## config.mk

```make
export PLATFORM = sky130hd
export DESIGN_NAME = run_length_row_decoder
export DESIGN_NICKNAME = d
export VERILOG_FILES = /design/src/sv/rlrd_pkg.sv /design/src/sv/rlrd_front.sv /design/src/sv/rlrd_queue.sv /design/src/sv/rlrd_back.sv /design/src/sv/run_length_row_decoder.sv
export VERILOG_INCLUDE_DIRS = /design/src /design/src/sv
export SDC_FILE = /design/constraint.sdc
export NUM_CORES = 1
export LEC_CHECK = 0
export BUFFER_PORTS_ARGS = -buffer_cell sky130_fd_sc_hd__clkbuf_2
export CORE_ASPECT_RATIO = 1.5
export CORE_MARGIN = 10
export CORE_UTILIZATION = 65
export CTS_BUF_LIST = sky130_fd_sc_hd__clkbuf_4
export DETAILED_ROUTE_END_ITERATION = 8
export PLACE_DENSITY = 0.84
export RECOVER_POWER = 100
export SYNTH_ARGS = -nofsm -noshare
export SYNTH_HDL_FRONTEND = slang
export SYNTH_HIERARCHICAL = 1
export SYNTH_SLANG_ARGS = --single-unit
```

## constraint.sdc

```tcl
create_clock -name clk -period 7.74 [get_ports clk]
set_clock_uncertainty 0.1 [all_clocks]
set_input_delay 0.387 -clock clk [delete_from_list [all_inputs] [get_ports clk]]
set_output_delay 0.387 -clock clk [all_outputs]
set_load 0.02 [all_outputs]
```

## src/sv/run_length_row_decoder_assert.svh

```systemverilog
// ----------------------------------------------------------------------------
// Run-length row decoder assertion macros
// Concurrent checks clocked on the rising edge, disabled while reset is low.
// ----------------------------------------------------------------------------
`ifndef RUN_LENGTH_ROW_DECODER_ASSERT_SVH
`define RUN_LENGTH_ROW_DECODER_ASSERT_SVH

`ifndef ASSERT_OFF

// Same-cycle implication
`define RLRD_ASSERT_IMP(label, clk, rst_n, ante, cons) \
  label: assert property (@(posedge clk) disable iff (!rst_n) (ante) |-> (cons)) \
    else $error("run_length_row_decoder: assertion failed");

// Next-cycle implication
`define RLRD_ASSERT_NXT(label, clk, rst_n, ante, cons) \
  label: assert property (@(posedge clk) disable iff (!rst_n) (ante) |=> (cons)) \
    else $error("run_length_row_decoder: assertion failed");

`else

`define RLRD_ASSERT_IMP(label, clk, rst_n, ante, cons)
`define RLRD_ASSERT_NXT(label, clk, rst_n, ante, cons)

`endif

`endif

```

## src/sv/rlrd_pkg.sv

```systemverilog
// ----------------------------------------------------------------------------
// rlrd_pkg
// Shared types, character codes and status codes of the run-length row decoder.
// ----------------------------------------------------------------------------
`default_nettype none

package rlrd_pkg;

  localparam int MAX_COLUMNS = 1024;
  localparam int MAX_ROWS    = 1024;
  localparam int QUEUE_DEPTH = 4;

  localparam int CHAR_W  = 8;
  localparam int ROW_W   = 10;
  localparam int COL_W   = 10;
  localparam int CNT_W   = 11;
  localparam int STAT_W  = 2;
  localparam int IN_TDATA_W  = 24;
  localparam int OUT_TDATA_W = 40;

  localparam logic [CNT_W-1:0] COUNT_SAT     = 11'd2047;
  localparam logic [CNT_W-1:0] COL_COUNT_RST = 11'd1024;
  localparam logic [CNT_W-1:0] MAX_COL_LIM   = CNT_W'(MAX_COLUMNS);

  localparam logic [CHAR_W-1:0] CH_ZERO = 8'h30;
  localparam logic [CHAR_W-1:0] CH_NINE = 8'h39;
  localparam logic [CHAR_W-1:0] CH_X    = 8'h58;
  localparam logic [CHAR_W-1:0] CH_O    = 8'h4F;
  localparam logic [CHAR_W-1:0] CH_SP   = 8'h20;
  localparam logic [CHAR_W-1:0] CH_LF   = 8'h0A;
  localparam logic [CHAR_W-1:0] CH_CR   = 8'h0D;

  localparam logic [STAT_W-1:0] ST_OK       = 2'd0;
  localparam logic [STAT_W-1:0] ST_OVERFLOW = 2'd1;
  localparam logic [STAT_W-1:0] ST_BADCHAR  = 2'd2;
  localparam logic [STAT_W-1:0] ST_MISMATCH = 2'd3;

  typedef logic [1:0] char_class_t;
  localparam char_class_t CLS_DIGIT = 2'd0;
  localparam char_class_t CLS_SYM   = 2'd1;
  localparam char_class_t CLS_SKIP  = 2'd2;
  localparam char_class_t CLS_BAD   = 2'd3;

  // One classified character on its way to the back end
  typedef struct packed {
    char_class_t        cls;
    logic [3:0]         digit;
    logic               is_o;
    logic [ROW_W-1:0]   row;
    logic               last;
  } item_t;

  typedef struct packed {
    logic full;
    logic valid;
  } q_stat_t;

endpackage

`default_nettype wire

```

## src/sv/rlrd_front.sv

```systemverilog
// ----------------------------------------------------------------------------
// rlrd_front
// Accepts characters and classifies them as digit, symbol, skip or bad.
// ----------------------------------------------------------------------------
`default_nettype none

module rlrd_front (
  input  wire logic                               in_tvalid,
  output logic                                    in_tready,
  input  wire logic [rlrd_pkg::IN_TDATA_W-1:0]    in_tdata,
  input  wire logic                               in_tlast,
  input  wire rlrd_pkg::q_stat_t                  q_stat,
  output logic                                    push,
  output rlrd_pkg::item_t                         push_item
);
  import rlrd_pkg::*;

  logic [CHAR_W-1:0] ch;
  logic [CHAR_W-1:0] ch_off;

  assign ch        = in_tdata[CHAR_W-1:0];
  assign ch_off    = ch - CH_ZERO;
  assign in_tready = !q_stat.full;
  assign push      = in_tvalid && !q_stat.full;

  always_comb begin
    push_item.digit = ch_off[3:0];
    push_item.is_o  = (ch == CH_O);
    push_item.row   = in_tdata[CHAR_W +: ROW_W];
    push_item.last  = in_tlast;
    if (ch inside {[CH_ZERO:CH_NINE]}) begin
      push_item.cls = CLS_DIGIT;
    end else if (ch inside {CH_X, CH_O}) begin
      push_item.cls = CLS_SYM;
    end else if (ch inside {CH_SP, CH_LF, CH_CR}) begin
      push_item.cls = CLS_SKIP;
    end else begin
      push_item.cls = CLS_BAD;
    end
  end

endmodule

`default_nettype wire

```

## src/sv/rlrd_queue.sv

```systemverilog
// ----------------------------------------------------------------------------
// rlrd_queue
// Short first-in first-out queue between the classifier and the decode back end.
// ----------------------------------------------------------------------------
`default_nettype none

module rlrd_queue #(
  parameter int DEPTH = rlrd_pkg::QUEUE_DEPTH
) (
  input  wire logic                clk,
  input  wire logic                rst_n,
  input  wire logic                push,
  input  wire rlrd_pkg::item_t     push_item,
  input  wire logic                pop,
  output rlrd_pkg::item_t          pop_item,
  output rlrd_pkg::q_stat_t        q_stat
);
  import rlrd_pkg::*;

  localparam int PTR_W = (DEPTH > 1) ? $clog2(DEPTH) : 1;
  localparam int FILL_W = $clog2(DEPTH + 1);
  localparam logic [PTR_W-1:0]  PTR_LAST = PTR_W'(DEPTH - 1);
  localparam logic [FILL_W-1:0] FILL_MAX = FILL_W'(DEPTH);

  item_t              slot_r [DEPTH];
  logic [PTR_W-1:0]   wr_ptr_r, wr_ptr_nxt;
  logic [PTR_W-1:0]   rd_ptr_r, rd_ptr_nxt;
  logic [FILL_W-1:0]  fill_r, fill_nxt;

  assign pop_item     = slot_r[rd_ptr_r];
  assign q_stat.full  = (fill_r == FILL_MAX);
  assign q_stat.valid = (fill_r != '0);

  always_comb begin
    wr_ptr_nxt = wr_ptr_r;
    rd_ptr_nxt = rd_ptr_r;
    fill_nxt   = fill_r;
    if (push) begin
      wr_ptr_nxt = (wr_ptr_r == PTR_LAST) ? '0 : wr_ptr_r + 1'b1;
    end
    if (pop) begin
      rd_ptr_nxt = (rd_ptr_r == PTR_LAST) ? '0 : rd_ptr_r + 1'b1;
    end
    if (push && !pop) begin
      fill_nxt = fill_r + 1'b1;
    end else if (pop && !push) begin
      fill_nxt = fill_r - 1'b1;
    end
  end

  always_ff @(posedge clk) begin
    if (!rst_n) begin
      wr_ptr_r <= '0;
      rd_ptr_r <= '0;
      fill_r   <= '0;
    end else begin
      wr_ptr_r <= wr_ptr_nxt;
      rd_ptr_r <= rd_ptr_nxt;
      fill_r   <= fill_nxt;
    end
  end

  always_ff @(posedge clk) begin
    if (push) begin
      slot_r[wr_ptr_r] <= push_item;
    end
  end

endmodule

`default_nettype wire

```

## src/sv/rlrd_back.sv

```systemverilog
// ----------------------------------------------------------------------------
// rlrd_back
// Builds run counts, tracks the column position and errors, registers results.
// ----------------------------------------------------------------------------
`default_nettype none

module rlrd_back (
  input  wire logic                               clk,
  input  wire logic                               rst_n,
  input  wire logic                               cfg_we,
  input  wire logic [rlrd_pkg::CNT_W-1:0]         cfg_wdata,
  input  wire rlrd_pkg::q_stat_t                  q_stat,
  input  wire rlrd_pkg::item_t                    pop_item,
  output logic                                    pop,
  output logic                                    out_tvalid,
  input  wire logic                               out_tready,
  output logic [rlrd_pkg::OUT_TDATA_W-1:0]        out_tdata,
  output logic                                    out_tlast,
  output logic                                    out_tuser
);
  import rlrd_pkg::*;

  logic [CNT_W-1:0]  col_count_r;
  logic [CNT_W-1:0]  lim;
  logic [CNT_W-1:0]  cnt_r, cnt_nxt;
  logic [CNT_W-1:0]  pos_r, pos_nxt;
  logic [STAT_W-1:0] err_r, err_nxt;
  logic [14:0]       dec_sum;
  logic [CNT_W:0]    end_pos;
  logic              row_ok;

  logic              res_valid;
  logic [ROW_W-1:0]  res_row;
  logic [COL_W-1:0]  res_start;
  logic [CNT_W-1:0]  res_len;
  logic              res_is_o;
  logic [STAT_W-1:0] res_status;

  logic              out_valid_r;
  logic              run_valid_r;
  logic [ROW_W-1:0]  run_row_r;
  logic [COL_W-1:0]  run_start_r;
  logic [CNT_W-1:0]  run_len_r;
  logic              is_o_r;
  logic              done_r;
  logic [STAT_W-1:0] status_r;

  assign lim     = (col_count_r > MAX_COL_LIM) ? MAX_COL_LIM : col_count_r;
  assign pop     = q_stat.valid && (!out_valid_r || out_tready);
  // count * 10 + digit, as two shifts and adds
  assign dec_sum = {1'b0, cnt_r, 3'b000} + {3'b000, cnt_r, 1'b0} + {11'd0, pop_item.digit};
  assign end_pos = {1'b0, pos_r} + {1'b0, cnt_r};
  assign row_ok  = (32'(pop_item.row) < MAX_ROWS);

  always_comb begin
    cnt_nxt    = cnt_r;
    pos_nxt    = pos_r;
    err_nxt    = err_r;
    res_valid  = 1'b0;
    res_row    = '0;
    res_start  = '0;
    res_len    = '0;
    res_is_o   = 1'b0;
    res_status = ST_OK;
    if (err_r == ST_OK) begin
      case (pop_item.cls)
        CLS_DIGIT: begin
          cnt_nxt = (dec_sum > 15'(COUNT_SAT)) ? COUNT_SAT : dec_sum[CNT_W-1:0];
        end
        CLS_SYM: begin
          cnt_nxt = '0;
          if (end_pos > {1'b0, lim}) begin
            err_nxt = ST_OVERFLOW;
          end else if (cnt_r != '0) begin
            if (row_ok) begin
              res_valid = 1'b1;
              res_row   = pop_item.row;
              res_start = pos_r[COL_W-1:0];
              res_len   = cnt_r;
              res_is_o  = pop_item.is_o;
            end
            pos_nxt = end_pos[CNT_W-1:0];
          end
        end
        CLS_BAD: begin
          err_nxt = ST_BADCHAR;
        end
        default: begin
        end
      endcase
    end
    // close the row: report status and start the next one clean
    if (pop_item.last) begin
      if (err_nxt == ST_OK && pos_nxt != lim) begin
        res_status = ST_MISMATCH;
      end else begin
        res_status = err_nxt;
      end
      cnt_nxt = '0;
      pos_nxt = '0;
      err_nxt = ST_OK;
    end
  end

  always_ff @(posedge clk) begin
    if (!rst_n) begin
      col_count_r <= COL_COUNT_RST;
      cnt_r       <= '0;
      pos_r       <= '0;
      err_r       <= ST_OK;
      out_valid_r <= 1'b0;
    end else begin
      if (cfg_we) begin
        col_count_r <= cfg_wdata;
      end
      if (pop) begin
        cnt_r       <= cnt_nxt;
        pos_r       <= pos_nxt;
        err_r       <= err_nxt;
        out_valid_r <= 1'b1;
      end else if (out_tready) begin
        out_valid_r <= 1'b0;
      end
    end
  end

  always_ff @(posedge clk) begin
    if (pop) begin
      run_valid_r <= res_valid;
      run_row_r   <= res_row;
      run_start_r <= res_start;
      run_len_r   <= res_len;
      is_o_r      <= res_is_o;
      done_r      <= pop_item.last;
      status_r    <= res_status;
    end
  end

  assign out_tvalid = out_valid_r;
  assign out_tuser  = run_valid_r;
  assign out_tlast  = done_r;
  assign out_tdata  = {6'd0, status_r, is_o_r, run_len_r, run_start_r, run_row_r};

endmodule

`default_nettype wire

```

## src/sv/run_length_row_decoder.sv

```systemverilog
// ----------------------------------------------------------------------------
// run_length_row_decoder
// Decodes count-then-symbol row text (such as 3X2O) into run descriptors.
// ----------------------------------------------------------------------------
// Usage:
//   Input stream: one character per request; in_tdata carries the character
//   and the row index, in_tlast marks the final character of a row.
//   Output stream: exactly one result per character. out_tuser flags a run
//   of nonzero length (row, start column, length, symbol in out_tdata);
//   out_tlast closes the row and out_tdata then carries its status.
//   Config: cfg_we writes the row length (cells per row) from cfg_wdata;
//   write it only while no character is in flight.
//   Path: a character is stored in a queue slot, then its result is
//   held in the output register. Throughput: one character per cycle while
//   out_tready is high; count, position and error update per character.
//   Reset: rst_n low clears the queue, the row state and the output
//   register and loads a row length of 1024.
//   Stall: a result waits in the output register while out_tready is low;
//   the queue keeps taking characters until it holds QUEUE_DEPTH of them,
//   then in_tready drops.
// ----------------------------------------------------------------------------
`default_nettype none

module run_length_row_decoder #(
  parameter int QUEUE_DEPTH = rlrd_pkg::QUEUE_DEPTH
) (
  input  wire logic                               clk,
  input  wire logic                               rst_n,
  // config: row length
  input  wire logic                               cfg_we,
  input  wire logic [rlrd_pkg::CNT_W-1:0]         cfg_wdata,
  // input stream
  input  wire logic                               in_tvalid,
  output logic                                    in_tready,
  // [7:0] character_code, [17:8] row_index, [23:18] zero
  input  wire logic [rlrd_pkg::IN_TDATA_W-1:0]    in_tdata,
  input  wire logic                               in_tlast,
  // result stream
  output logic                                    out_tvalid,
  input  wire logic                               out_tready,
  // [9:0] run_row, [19:10] run_start, [30:20] run_length, [31] cell_is_o,
  // [33:32] status, [39:34] zero
  output logic [rlrd_pkg::OUT_TDATA_W-1:0]        out_tdata,
  output logic                                    out_tlast,
  // [0] run_valid
  output logic                                    out_tuser
);
  import rlrd_pkg::*;

  q_stat_t q_stat;
  item_t   push_item;
  item_t   pop_item;
  logic    push;
  logic    pop;

  rlrd_front u_front (
    .in_tvalid (in_tvalid),
    .in_tready (in_tready),
    .in_tdata  (in_tdata),
    .in_tlast  (in_tlast),
    .q_stat    (q_stat),
    .push      (push),
    .push_item (push_item)
  );

  rlrd_queue #(
    .DEPTH (QUEUE_DEPTH)
  ) u_queue (
    .clk       (clk),
    .rst_n     (rst_n),
    .push      (push),
    .push_item (push_item),
    .pop       (pop),
    .pop_item  (pop_item),
    .q_stat    (q_stat)
  );

  rlrd_back u_back (
    .clk        (clk),
    .rst_n      (rst_n),
    .cfg_we     (cfg_we),
    .cfg_wdata  (cfg_wdata),
    .q_stat     (q_stat),
    .pop_item   (pop_item),
    .pop        (pop),
    .out_tvalid (out_tvalid),
    .out_tready (out_tready),
    .out_tdata  (out_tdata),
    .out_tlast  (out_tlast),
    .out_tuser  (out_tuser)
  );

`include "run_length_row_decoder_assert.svh"

  // an emitted run is never empty
  `RLRD_ASSERT_IMP(a_run_nonempty, clk, rst_n, out_tvalid && out_tuser, out_tdata[30:20] != 11'd0)
  // status is reported on the row's last result only
  `RLRD_ASSERT_IMP(a_status_last, clk, rst_n, out_tvalid && !out_tlast, out_tdata[33:32] == ST_OK)
  // a run can only come from a row that was error free up to it
  `RLRD_ASSERT_IMP(a_run_status, clk, rst_n, out_tvalid && out_tuser, out_tdata[33:32] == ST_OK || out_tdata[33:32] == ST_MISMATCH)
  // with nothing ahead of it, a character passes the queue, then shows in the output register
  `RLRD_ASSERT_NXT(a_latency, clk, rst_n, in_tvalid && in_tready && !q_stat.valid && !out_tvalid, ##1 out_tvalid)

endmodule

`default_nettype wire
```

* Word level (Yosys, flattened, before mapping)
Memories as Yosys holds them, arrays and structs flattened. A register that Yosys moved wholly into a read port is not among the register bits.
Index checks and enable logic that the tools add are counted.
** Word-level totals
- Register bits after elaboration :: 79
- Bits in writable memories :: 72
- Bits of input ports :: 41
- Output and inout bits :: 44
- Memories :: 1
** Operators by class
- $add $sub $neg :: 8
- Order comparisons :: 5
- Eq/ne operators :: 11
- Multiplexer cells :: 29
- Bitwise logic cells :: 3
- Reductions and logical operators :: 25
** Memory list
- u_queue.slot_r :: words 4, width 18, rd ports 1, clocked after memory_dff 1, wr ports 1, RTL line rlrd_queue.sv:25 : item_t slot_r [DEPTH];
** Operators by type and width (count)
- $mux W11 :: 9
- $pmux W11 S2 :: 1
- $mux W2 :: 10
- $eq A8 B4 Y1 const B :: 2
- $eq A8 B7 Y1 const B :: 2
- $add A14 B12 Y15 :: 1
- $add A15 B4 Y15 :: 1
- $gt A15 B11 Y1 const B :: 1
- $add A11 B11 Y12 :: 1
- $gt A12 B11 Y1 :: 1
- $gt A11 B11 Y1 const B :: 1
- $ne A11 B11 Y1 :: 1
- $reduce_bool A11 Y1 :: 1
- $reduce_bool A3 Y1 :: 3
- $eq A8 B6 Y1 const B :: 1
- $ge A8 B6 Y1 const B :: 1
- $le A8 B6 Y1 const B :: 1
- $reduce_bool A2 Y1 :: 4
- $eq A2 B2 Y1 const B :: 3
- $logic_and A1 B1 Y1 :: 6
- $logic_not A2 Y1 :: 3
- $mux W1 :: 6
- $mux W3 :: 2
- $add A2 B1 Y2 const B :: 2
- 12 further kinds :: 17

* Logic depth before layout (Yosys ltp)
Gate-level depths: netlist (run 1).
- Depth in word-level cells :: 9
- Mapped depth :: 17
- Gate-level depth less buffers :: 16

* Modules after synthesis
Netlist (run 1), hierarchy kept.
** By module, submodules not included
- rlrd_back :: instances 1, cells each 413, area an instance 4405.5 µm²
- rlrd_queue :: instances 1, cells each 138, area an instance 3098.0 µm²
- rlrd_front :: instances 1, cells each 33, area an instance 232.7 µm²

* Worst setup path after synthesis (run 1)
OpenSTA, ideal clock, no wires.
- Kind :: register to register
- Start point :: reg u_back.cnt_r[0]
- End point :: reg u_back.status_r[0], data pin
- Setup time :: 256 ps
- Arrival time :: 3851 ps
- Path slack :: 3533 ps
- Cell stages (with the launch flop) :: 17
- Period minus slack after synthesis :: 4207 ps
- Cells stage by stage :: dfxtp_1 -> ha_1 -> fa_1 -> a21o_1 -> a221o_1 -> nand2_1 -> xnor2_2 -> ha_1 -> a21oi_1 -> nand2_1 -> a2111oi_2 -> a221oi_2 -> nand2b_1 -> o31a_1 -> a2111oi_2 -> nand3_1 -> o211a_1
** Between the ends
- Longest elaborated chain between the ends :: 8
- Elaborated cells on any way between the ends :: 14
** RTL lines
- from (decl) :: RTL line rlrd_back.sv:25 : logic [CNT_W-1:0] cnt_r, cnt_nxt;
- from (signal assigned) :: RTL line rlrd_back.sv:117 : cnt_r <= cnt_nxt;
- $add A11 B11 Y12 / $reduce_bool A11 Y1 (equally long branches) :: RTL line rlrd_back.sv:52, rlrd_back.sv:74
- $gt A12 B11 Y1 / $mux W11 (equally long branches) :: RTL line rlrd_back.sv:72, rlrd_back.sv:74
- $mux W11 / $mux W2 (equally long branches) :: RTL line rlrd_back.sv:72 : if (end_pos > {1'b0, lim}) begin
- $mux W11 / $pmux W2 S2 (equally long branches) :: RTL line rlrd_back.sv:66 : case (pop_item.cls)
- $mux W11 / $mux W2 (equally long branches) :: RTL line rlrd_back.sv:65 : if (err_r == ST_OK) begin
- $ne A11 B11 Y1 / $logic_not A2 Y1 (equally long branches) :: RTL line rlrd_back.sv:94 : if (err_nxt == ST_OK && pos_nxt != lim) begin
- $logic_and A1 B1 Y1 :: RTL line rlrd_back.sv:94
- $mux W2 * :: RTL line rlrd_back.sv:94
- to (signal assigned) :: RTL line rlrd_back.sv:135 : status_r <= res_status;
- to (decl) :: RTL line rlrd_back.sv:46 : logic [STAT_W-1:0] status_r;
Every way passes the cells marked *; elsewhere a longest branch is shown, timed or not.
A chain may end at the register's enable or synchronous reset.

* Worst setup path in the final report (run 1)
- Start point :: reg u_back.cnt_r[2]
- End point :: reg u_back.status_r[0], data pin
The elaborated chain is that of the path after synthesis.

==> metrics.md, run 1 <==
| Metric | Value |
|---|---|
| DR WL/cell | `19.5 um` |
| Vias in the first global route | `5360` |
| Synth top area share | `0.419` |
| Worst reg-to-reg setup slack | `1680 ps` |
| Status | `complete, but fails checks` |
| Worst path required time | `slightly below 8000 ps` |
| Area grow syn2layout | `9.69%` |
| Final hold vios | `0` |
| Cell Count, Final, Fillers Out | `831` |
| Setup violations, final | `0` |
| Drt first pass iters | `5` |
| Routed Antenna Nets | `0` |
| GPL Wtd Cong | `0.845` |
| Clock latency on the worst-skew pair | `540 ps` |
| WS Path Type | `flop to flop` |
| Ranking of synthesized cells by area | `edfxtp_1 (42%), dfxtp_1 (12%), ha_1 (7.9%)` |
| Crit path cell chain | `ha_1 -> a211o_1 -> o2111ai_1 -> a21oi_1 -> a21boi_0 -> xnor2_1 -> ha_1 -> nand4_1 -> nor2_1 -> a2111oi_0 -> a221oi_1 -> nor3_4 -> buf_4 -> mux2i_1 -> a2111oi_0 -> nand3_1 -> o211a_1` |
| Total Nets Final | `761` |
| Hpwl dp | `11400 um` |
| Initial core utilization | `0.667` |
| Hold Crit Class | `primary input to flop` |
| Max H-tree Level | `4` |
| Via-to-Cell Ratio | `6.06` |
| Setup crit start kind | `flop` |
| Sequential-to-total area share from yosys stat | `0.536` |
| Ys async rst share | `0` |
| Register area | `0.00414 sq mm` |
| Final wirelength | `16200 um` |
| Area of the multi-input gates | `~0.0033 sq mm` |
| RSZ-0062 raised after global routing | `false` |
| GRT overflow | `0` |
| Post-synthesis cell count | `584` |
| Row Count | `48` |
| Critical Path Sink Type | `flop` |
| Filler instances | `roughly 790` |
| CP max FO | `25` |
| Cell variety after synth | `70` |
| First-pass GRT wire length | `26600 um` |
| TritonCTS Sinks | `roughly 150` |
| Max Clk Rate | `roughly 160 MHz` |
| Setup Buffers After CTS | `0` |
| FF+latch count, synth | `153` |
| CTS tree | `done` |
| Drt first-iter violations | `224` |
| Failing checks | `max-capacitance violations, max-slew violations` |
| Final worst path period share | `0.783` |
| Die width | `109 um` |
| Full die area | `0.0168 sq mm` |
| Post-synth EDFFs | `about 110` |
| Average size of a mapped cell | `13.2 sq um` |
| Yosys warning total | `6` |
| CTS Buf Count | `17` |
| Arrival time worst endpoint | `6270 ps` |
| Total GRT Usage | `0.200` |
| Core area | `0.0116 sq mm` |
| CP max-delay cell | `nor3_4` |
| CP max stage delay | `~730 ps` |
| Final hold slack | `about 46 ps` |
| Antenna violations before repair | `1` |
| Final Util | `0.732` |
| CTS resizes | `0` |
| Cell family with most CP delay | `compound AO/OA/AOI/OAI gates` |
| Largest net degree at the start of global routing | `40` |
| Buffers on Ports | `72` |
| DRC errors left | `0` |
| Top FF cell, synth | `edfxtp_1` |
| Die height | `between 150 and 200 um` |
| Ports | `85` |
| Placed insts | `775` |
| Clock slew seen by the registers of the worst setup and hold paths | `140 ps` |
| Crit path time final | `6060 ps` |
| Maxcap violations | `1` |
| Leak | `3.28 nW` |
| Pwr/cell area | `approximately 260 mW/mm^2` |
| Via count | `~5000` |
| Final setup TNS | `0 ps` |
| Worst path buffer plus inverter count | `1` |
| Max-slew violations | `40` |
| Synth area leader | `edfxtp_1` |
| Slew HR | `-0.525` |
| Cell Area, Synth | `0.00774 sq mm` |
| Worst Max-Slew Pin Slew | `2290 ps` |
| Placed instance area | `between 0.008 and 0.009 sq mm` |
| CTS Buffer Depth | `2` |
| Clock root buffer | `clkbuf_4` |
| Share of cells above drive strength 1 | `0.107` |
| Peak VDD IR | `0.246 mV` |
| Fin area | `0.00849 sq mm` |
==> synth_stat cells (all sizes together), types with 3 or more instances <==
master and n:
a221o 11, dfxtp 45, buf 30, inv 17, nand3 5, ha 49, xor2 10, nor2 20
fa 4, o211ai 3, or3 3, nand4 3, a211oi 3, o21a 5, mux4 18, and2 39
o21bai 4, xnor2 18, a21boi 3, o32ai 3, a2111oi 3, a21oi 19, nor2b 30, clkbuf 9
nand2 18, mux2i 17, edfxtp 108, nor4 4, o21ai 6, a31oi 3, a22oi 13, nand2b 10
nor3 9, o31a 3, a21o 6
==> cells in the final DEF, fill, tap and decap left out, drive strengths merged, types with 17 or more instances in the layout <==
| master | count |
|---|---|
| clkbuf | 90 |
| mux2i | 17 |
| nor2 | 20 |
| nand2 | 18 |
| a21oi | 19 |
| xnor2 | 18 |
| dlygate4sd3 | 23 |
| inv | 27 |
| mux4 | 18 |
| ha | 49 |
| dfxtp | 45 |
| nor2b | 30 |
| and2 | 39 |
| edfxtp | 108 |
==> per-stage QoR <==
step	power, mW	setup slack (ps)
6_report	2.19	1680
5_1_grt	2.31	1250
3_5_place_dp	1.76	2290
3_3_place_gp	1.72	2490
2_1_floorplan	1.58	3530
4_1_cts	2.24	2270
==> timing repair <==
item | CTS | global route
hold buffers | 23 | 0
endpoints found under the hold margin | 59 | 0
setup endpoints to repair | 0 | 0
==> final cells by class <==
type	count	share of cell area
antenna	1	0.000295
clock buffer	17	0.0150
clock inverter	15	0.0178
inverter	17	0.00752
multi-input combinational	380	0.385
sequential	153	0.488
tap	150	0.0221
timing repair buffer	98	0.0640
==> report_power, final <==
part | switching (mW) | internal [mW] | total [mW] | leakage (nW)
Combinational | 0.389 | 0.216 | 0.605 | 1.75
Sequential | 0.0660 | 1.05 | 1.12 | 1.38
Clock | 0.324 | 0.147 | 0.471 | 0.148
==> path summary, 6_finish.rpt <==
kind | startpoint | to | cells past startpoint
max reg2reg | u_back/cnt_r[2]$_SDFFE_PN0P_ | u_back/status_r[0]$_SDFFCE_PN0P_ | 17
min | out_tready | u_back/out_tvalid$_SDFFE_PN0P_ | 3
min reg2reg | u_queue/fill_r[2]$_SDFFE_PN0P_ | u_queue/fill_r[2]$_SDFFE_PN0P_ | 2
max | u_back/cnt_r[2]$_SDFFE_PN0P_ | u_back/status_r[0]$_SDFFCE_PN0P_ | 17
==> kinds of logic after synthesis <==
| group | Yosys count | synth area share |
|---|---|---|
| adders and majority gates | 53 | 0.0896 |
| AOI/OAI and AO/OA | 99 | 0.0988 |
| and+or+nand+nor | 158 | 0.119 |
| DFF | 153 | 0.536 |
| other | 1 | 0.000485 |
| buffers and inverters | 56 | 0.0417 |
| muxes | 36 | 0.0797 |
| xor gates and xnor gates | 28 | 0.0346 |
==> state kept, by name, indices dropped and copies added (netlist names), named ones only <==
name,count
u_back/run_len_r,11
u_queue/fill_r,3
u_back/out_tlast,1
u_back/run_start_r,10
u_back/err_r,2
u_queue/slot_r,72
u_back/pos_r,11
u_back/cnt_r,11
u_queue/wr_ptr_r,2
u_back/status_r,2
u_back/out_tvalid,1
u_back/col_count_r,11
u_back/run_row_r,10
u_back/out_tuser,1
u_queue/rd_ptr_r,2
u_back/is_o_r,1
==> worst reg2reg max path, delay by kind of cell, from the launching register on <==
kind                       cells  cell delay [ps]
DFF                            1              570
muxes                          1              120
AOI/OAI and AO/OA              8             2460
and+or+nand+nor                4             1120
adders and majority gates      2              650
xor gates and xnor gates       1              440
buffers and inverters          1              380
==> routing by layer <==
layer / GRT usage / vias up / part of all wire
met3: 0.0448 / 45 / 0.047
met4: 0.0788 / 0 / 0.032
met1: 0.201 / 2471 / 0.35
met2: 0.379 / 161 / 0.57
met5: 0 / - / 0
li1: - / 2357 / -
Note: power is estimated with default switching activity, not from simulation.
==> inputs of run 2 (changes only) <==
--- a/config.mk
+++ b/config.mk
@@ -9,10 +9,10 @@
 export BUFFER_PORTS_ARGS = -buffer_cell sky130_fd_sc_hd__clkbuf_2
 export CORE_ASPECT_RATIO = 1.5
 export CORE_MARGIN = 10
-export CORE_UTILIZATION = 65
+export CORE_UTILIZATION = 55
 export CTS_BUF_LIST = sky130_fd_sc_hd__clkbuf_4
 export DETAILED_ROUTE_END_ITERATION = 8
-export PLACE_DENSITY = 0.84
+export PLACE_DENSITY = 0.76
 export RECOVER_POWER = 100
 export SYNTH_ARGS = -nofsm -noshare
 export SYNTH_HDL_FRONTEND = slang
==> constraint.sdc (replaced) <==
create_clock -name clk -period 5.24 [get_ports clk]
set_clock_uncertainty 0.1 [all_clocks]
set_input_delay 0.262 -clock clk [delete_from_list [all_inputs] [get_ports clk]]
set_output_delay 0.262 -clock clk [all_outputs]
set_load 0.02 [all_outputs]
==> metrics.md, run 2 (synthesized netlist as in run 1, its figures left out) <==
| Metric | Value |
|---|---|
| Status | `complete, but fails checks (unchanged)` |
| Failing checks | `max-capacitance violations, max-slew violations (unchanged)` |
| Slew HR | `-0.515 (was -0.525)` |
| Drt first pass iters | `5 (unchanged)` |
| Largest net degree at the start of global routing | `41 (was 40)` |
| Final setup TNS | `0 ps (unchanged)` |
| Routed Antenna Nets | `0 (unchanged)` |
| Max Clk Rate | `205 MHz (was 165 MHz)` |
| Full die area | `0.0193 sq mm (was 0.0168 sq mm)` |
| First-pass GRT wire length | `26400 um (was 26600 um)` |
| Cell family with most CP delay | `compound AO/OA/AOI/OAI gates (unchanged)` |
| Share of cells above drive strength 1 | `0.114 (was 0.107)` |
| Max reg flops | `72 (unchanged)` |
| Die width | `117 um (was 109 um)` |
| Worst reg-to-reg setup slack | `360 ps (was 1680 ps)` |
| Worst path buffer plus inverter count | `1 (unchanged)` |
| Commonest non-fill, non-tap cell in the layout | `edfxtp_1 (unchanged)` |
| CP max stage delay | `490 ps (was 730 ps)` |
| Sequential Power Share | `0.492 (was 0.510)` |
| CTS tree | `done (unchanged)` |
| Leak | `3.35 nW (was 3.28 nW)` |
| Die height | `165 um (was 154 um)` |
| Filler instances | `1126 (was 789)` |
| Ports | `85 (unchanged)` |
| Reg2reg start | `u_back/pos_r[2]$_SDFFE_PN0P_ (was u_back/cnt_r[2]$_SDFFE_PN0P_)` |
| Setup violations, final | `0 (unchanged)` |
| Critical Path Sink Type | `flop (unchanged)` |
| CP max-delay cell | `dfxtp_1 (was nor3_4)` |
| Final hold vios | `0 (unchanged)` |
| CTS Buffer Depth | `2 (unchanged)` |
| Clock latency on the worst-skew pair | `550 ps (was 540 ps)` |
| Fin area | `0.00864 sq mm (was 0.00849 sq mm)` |
| Total Nets Final | `768 (was 761)` |
| Initial core utilization | `0.556 (was 0.667)` |
| Arrival time worst endpoint | `5080 ps (was 6270 ps)` |
| Sw frac | `0.362 (was 0.355)` |
| Cts hold-fix bufs | `27 (was 23)` |
| WS Path Type | `flop to flop (unchanged)` |
| Hold Crit Depth | `3 (unchanged)` |
| Vias in the first global route | `5303 (was 5360)` |
| Crit path time final | `4880 ps (was 6060 ps)` |
| Switching power | `1.20 mW (was 0.778 mW)` |
| Hold_sp | `in_tdata[7] (was out_tready)` |
| DR WL/cell | `18.9 um (was 19.5 um)` |
| Hold Crit Class | `primary input to flop (unchanged)` |
| CP max FO | `40 (was 25)` |
| Area grow syn2layout | `11.7% (was 9.69%)` |
| Gate power share | `0.278 (was 0.276)` |
| Placed instance area | `0.00811 sq mm (was 0.00807 sq mm)` |
| RSZ-0062 raised after global routing | `false (unchanged)` |
| Buffers on Ports | `72 (unchanged)` |
| CTS Buf Count | `17 (unchanged)` |
| Drt first-iter violations | `247 (was 224)` |
| GPL Wtd Cong | `0.854 (was 0.845)` |
| Pwr/cell area | `385 mW/mm^2 (was 259 mW/mm^2)` |
| Setup Buffers After CTS | `0 (unchanged)` |
| Hpwl dp | `11400 um (about the same)` |
| Final Util | `0.621 (was 0.732)` |
| Worst Reg-to-Reg Cells | `17 (unchanged)` |
| Final hold slack | `86.7 ps (was 45.5 ps)` |
| DRC errors left | `0 (unchanged)` |
| Crit path from | `u_back/pos_r[2]$_SDFFE_PN0P_ (was u_back/cnt_r[2]$_SDFFE_PN0P_)` |
| GRT overflow | `0 (unchanged)` |
| TritonCTS Sinks | `153 (unchanged)` |
| Total GRT Usage | `0.176 (was 0.200)` |
| Via count | `4954 (was 5034)` |
| Row Count | `53 (was 48)` |
| Worst Max-Slew Pin Slew | `2270 ps (was 2290 ps)` |
| Pint | `2.12 mW (was 1.42 mW)` |
| Peak VDD IR | `0.270 mV (was 0.246 mV)` |
| Reg-to-Reg End | `u_back/status_r[1]$_SDFFCE_PN0P_ (was u_back/status_r[0]$_SDFFCE_PN0P_)` |
| Worst path required time | `5440 ps (was 7950 ps)` |
| Design Power | `3.32 mW (was 2.19 mW)` |
| Via-to-Cell Ratio | `5.80 (was 6.06)` |
| Clock root buffer | `clkbuf_4 (unchanged)` |
| Setup crit start kind | `flop (unchanged)` |
| Most frequent cells in the layout | `edfxtp_1 (108), clkbuf_1 (55), ha_1 (49), dfxtp_1 (45), nor2b_1 (30) (was edfxtp_1 (108), clkbuf_1 (54), ha_1 (49), dfxtp_1 (45), nor2b_1 (30))` |
| CTS resizes | `0 (unchanged)` |
| Final worst path period share | `0.932 (was 0.783)` |
| Maxcap violations | `1 (unchanged)` |
| Reg with most FFs | `u_queue/slot_r (unchanged)` |
| Core area | `0.0139 sq mm (was 0.0116 sq mm)` |
| Clock slew seen by the registers of the worst setup and hold paths | `170 ps (was 140 ps)` |
| Clock network power share | `0.230 (was 0.215)` |
| Max H-tree Level | `4 (unchanged)` |
| Final wirelength | `16200 um (unchanged)` |
| Top cell by count, worst path | `ha_1` |
| Crit path cell chain | `ha_1 -> a211o_1 -> o2111ai_1 -> a21oi_2 -> a21boi_0 -> xnor2_1 -> ha_1 -> nand4_1 -> nor2_1 -> a2111oi_2 -> a221oi_1 -> nor3_4 -> buf_4 -> nand2_1 -> o32ai_1 -> a22oi_1 -> o221a_1 (was ha_1 -> a211o_1 -> o2111ai_1 -> a21oi_1 -> a21boi_0 -> xnor2_1 -> ha_1 -> nand4_1 -> nor2_1 -> a2111oi_0 -> a221oi_1 -> nor3_4 -> buf_4 -> mux2i_1 -> a2111oi_0 -> nand3_1 -> o211a_1)` |
| Antenna violations before repair | `1 (unchanged)` |
| Max-slew violations | `40 (unchanged)` |
| Hold endpoint | `u_queue/slot_r[1][11]$_DFFE_PP_ (was u_back/out_tvalid$_SDFFE_PN0P_)` |
## run 2: cell types whose count changed in the layout (fill, tap and decap cells not counted), moves of 2 or more
cell / delta
clkinvlp_4: -2
a2111oi_0: -2
inv_8: -5
and2_1: +13
and2_0: -13
clkinv_4: -2
dlygate4sd3_1: +4
clkinv_8: +8
a2111oi_2: +2
inv_12: +2
## run 2: final cells by class
type / count / area, sq um / share of cell area
multi-input cells: 380 / 3280 / 0.380
repair buffers: 105 / 599 / 0.0693
well taps: 165 / 206 / 0.0239
flip-flops and latches: 153 / 4140 / 0.479
inverters: 17 / 63.8 / 0.00738
clock inverters: 15 / 216 / 0.0250
diodes: 2 / 5.00 / 0.000579
clock buffers: 17 / 128 / 0.0148
## run 2: per-layer routing
layer / vias up / part of all wire / global-route usage
li1: 2371 / - / -
met1: 2418 / 0.37 / 0.175
met2: 135 / 0.56 / 0.337
met3: 30 / 0.047 / 0.0448
met4: 0 / 0.024 / 0.0682
met5: - / 0 / 0
## run 2: stage by stage
stage	cells	setup WS [ps]
after floorplan	589	1030
after global placement	793	635
after global routing	854	29.9
final	854	356
after detailed placement	793	485
after CTS	852	408
## run 2: how the worst max path moves through the flow
stage                                       end  slack (ps)  cells after the start
2_1_floorplan  u_back/status_r[0]$_SDFFCE_PN0P_        1030                     16
3_3_place_gp   u_back/status_r[1]$_SDFFCE_PN0P_         630                     17
3_5_place_dp   u_back/status_r[1]$_SDFFCE_PN0P_         480                     17
4_1_cts        u_back/status_r[1]$_SDFFCE_PN0P_         410                     17
5_1_grt        u_back/status_r[1]$_SDFFCE_PN0P_          30                     17
6_report       u_back/status_r[1]$_SDFFCE_PN0P_         360                     17
## run 2: power by group through the flow
stage	logic, mW	registers, mW	clock network, mW
2_1_floorplan	0.543	1.79	0
3_5_place_dp	0.956	1.66	0
6_report	0.923	1.64	0.764
3_3_place_gp	0.923	1.65	0
5_1_grt	1.01	1.66	0.835
4_1_cts	0.980	1.63	0.786
## run 2: worst min-delay path: stages
cell and delay, ps:
clkbuf_2 100, or2_2 120, nor3_1 90
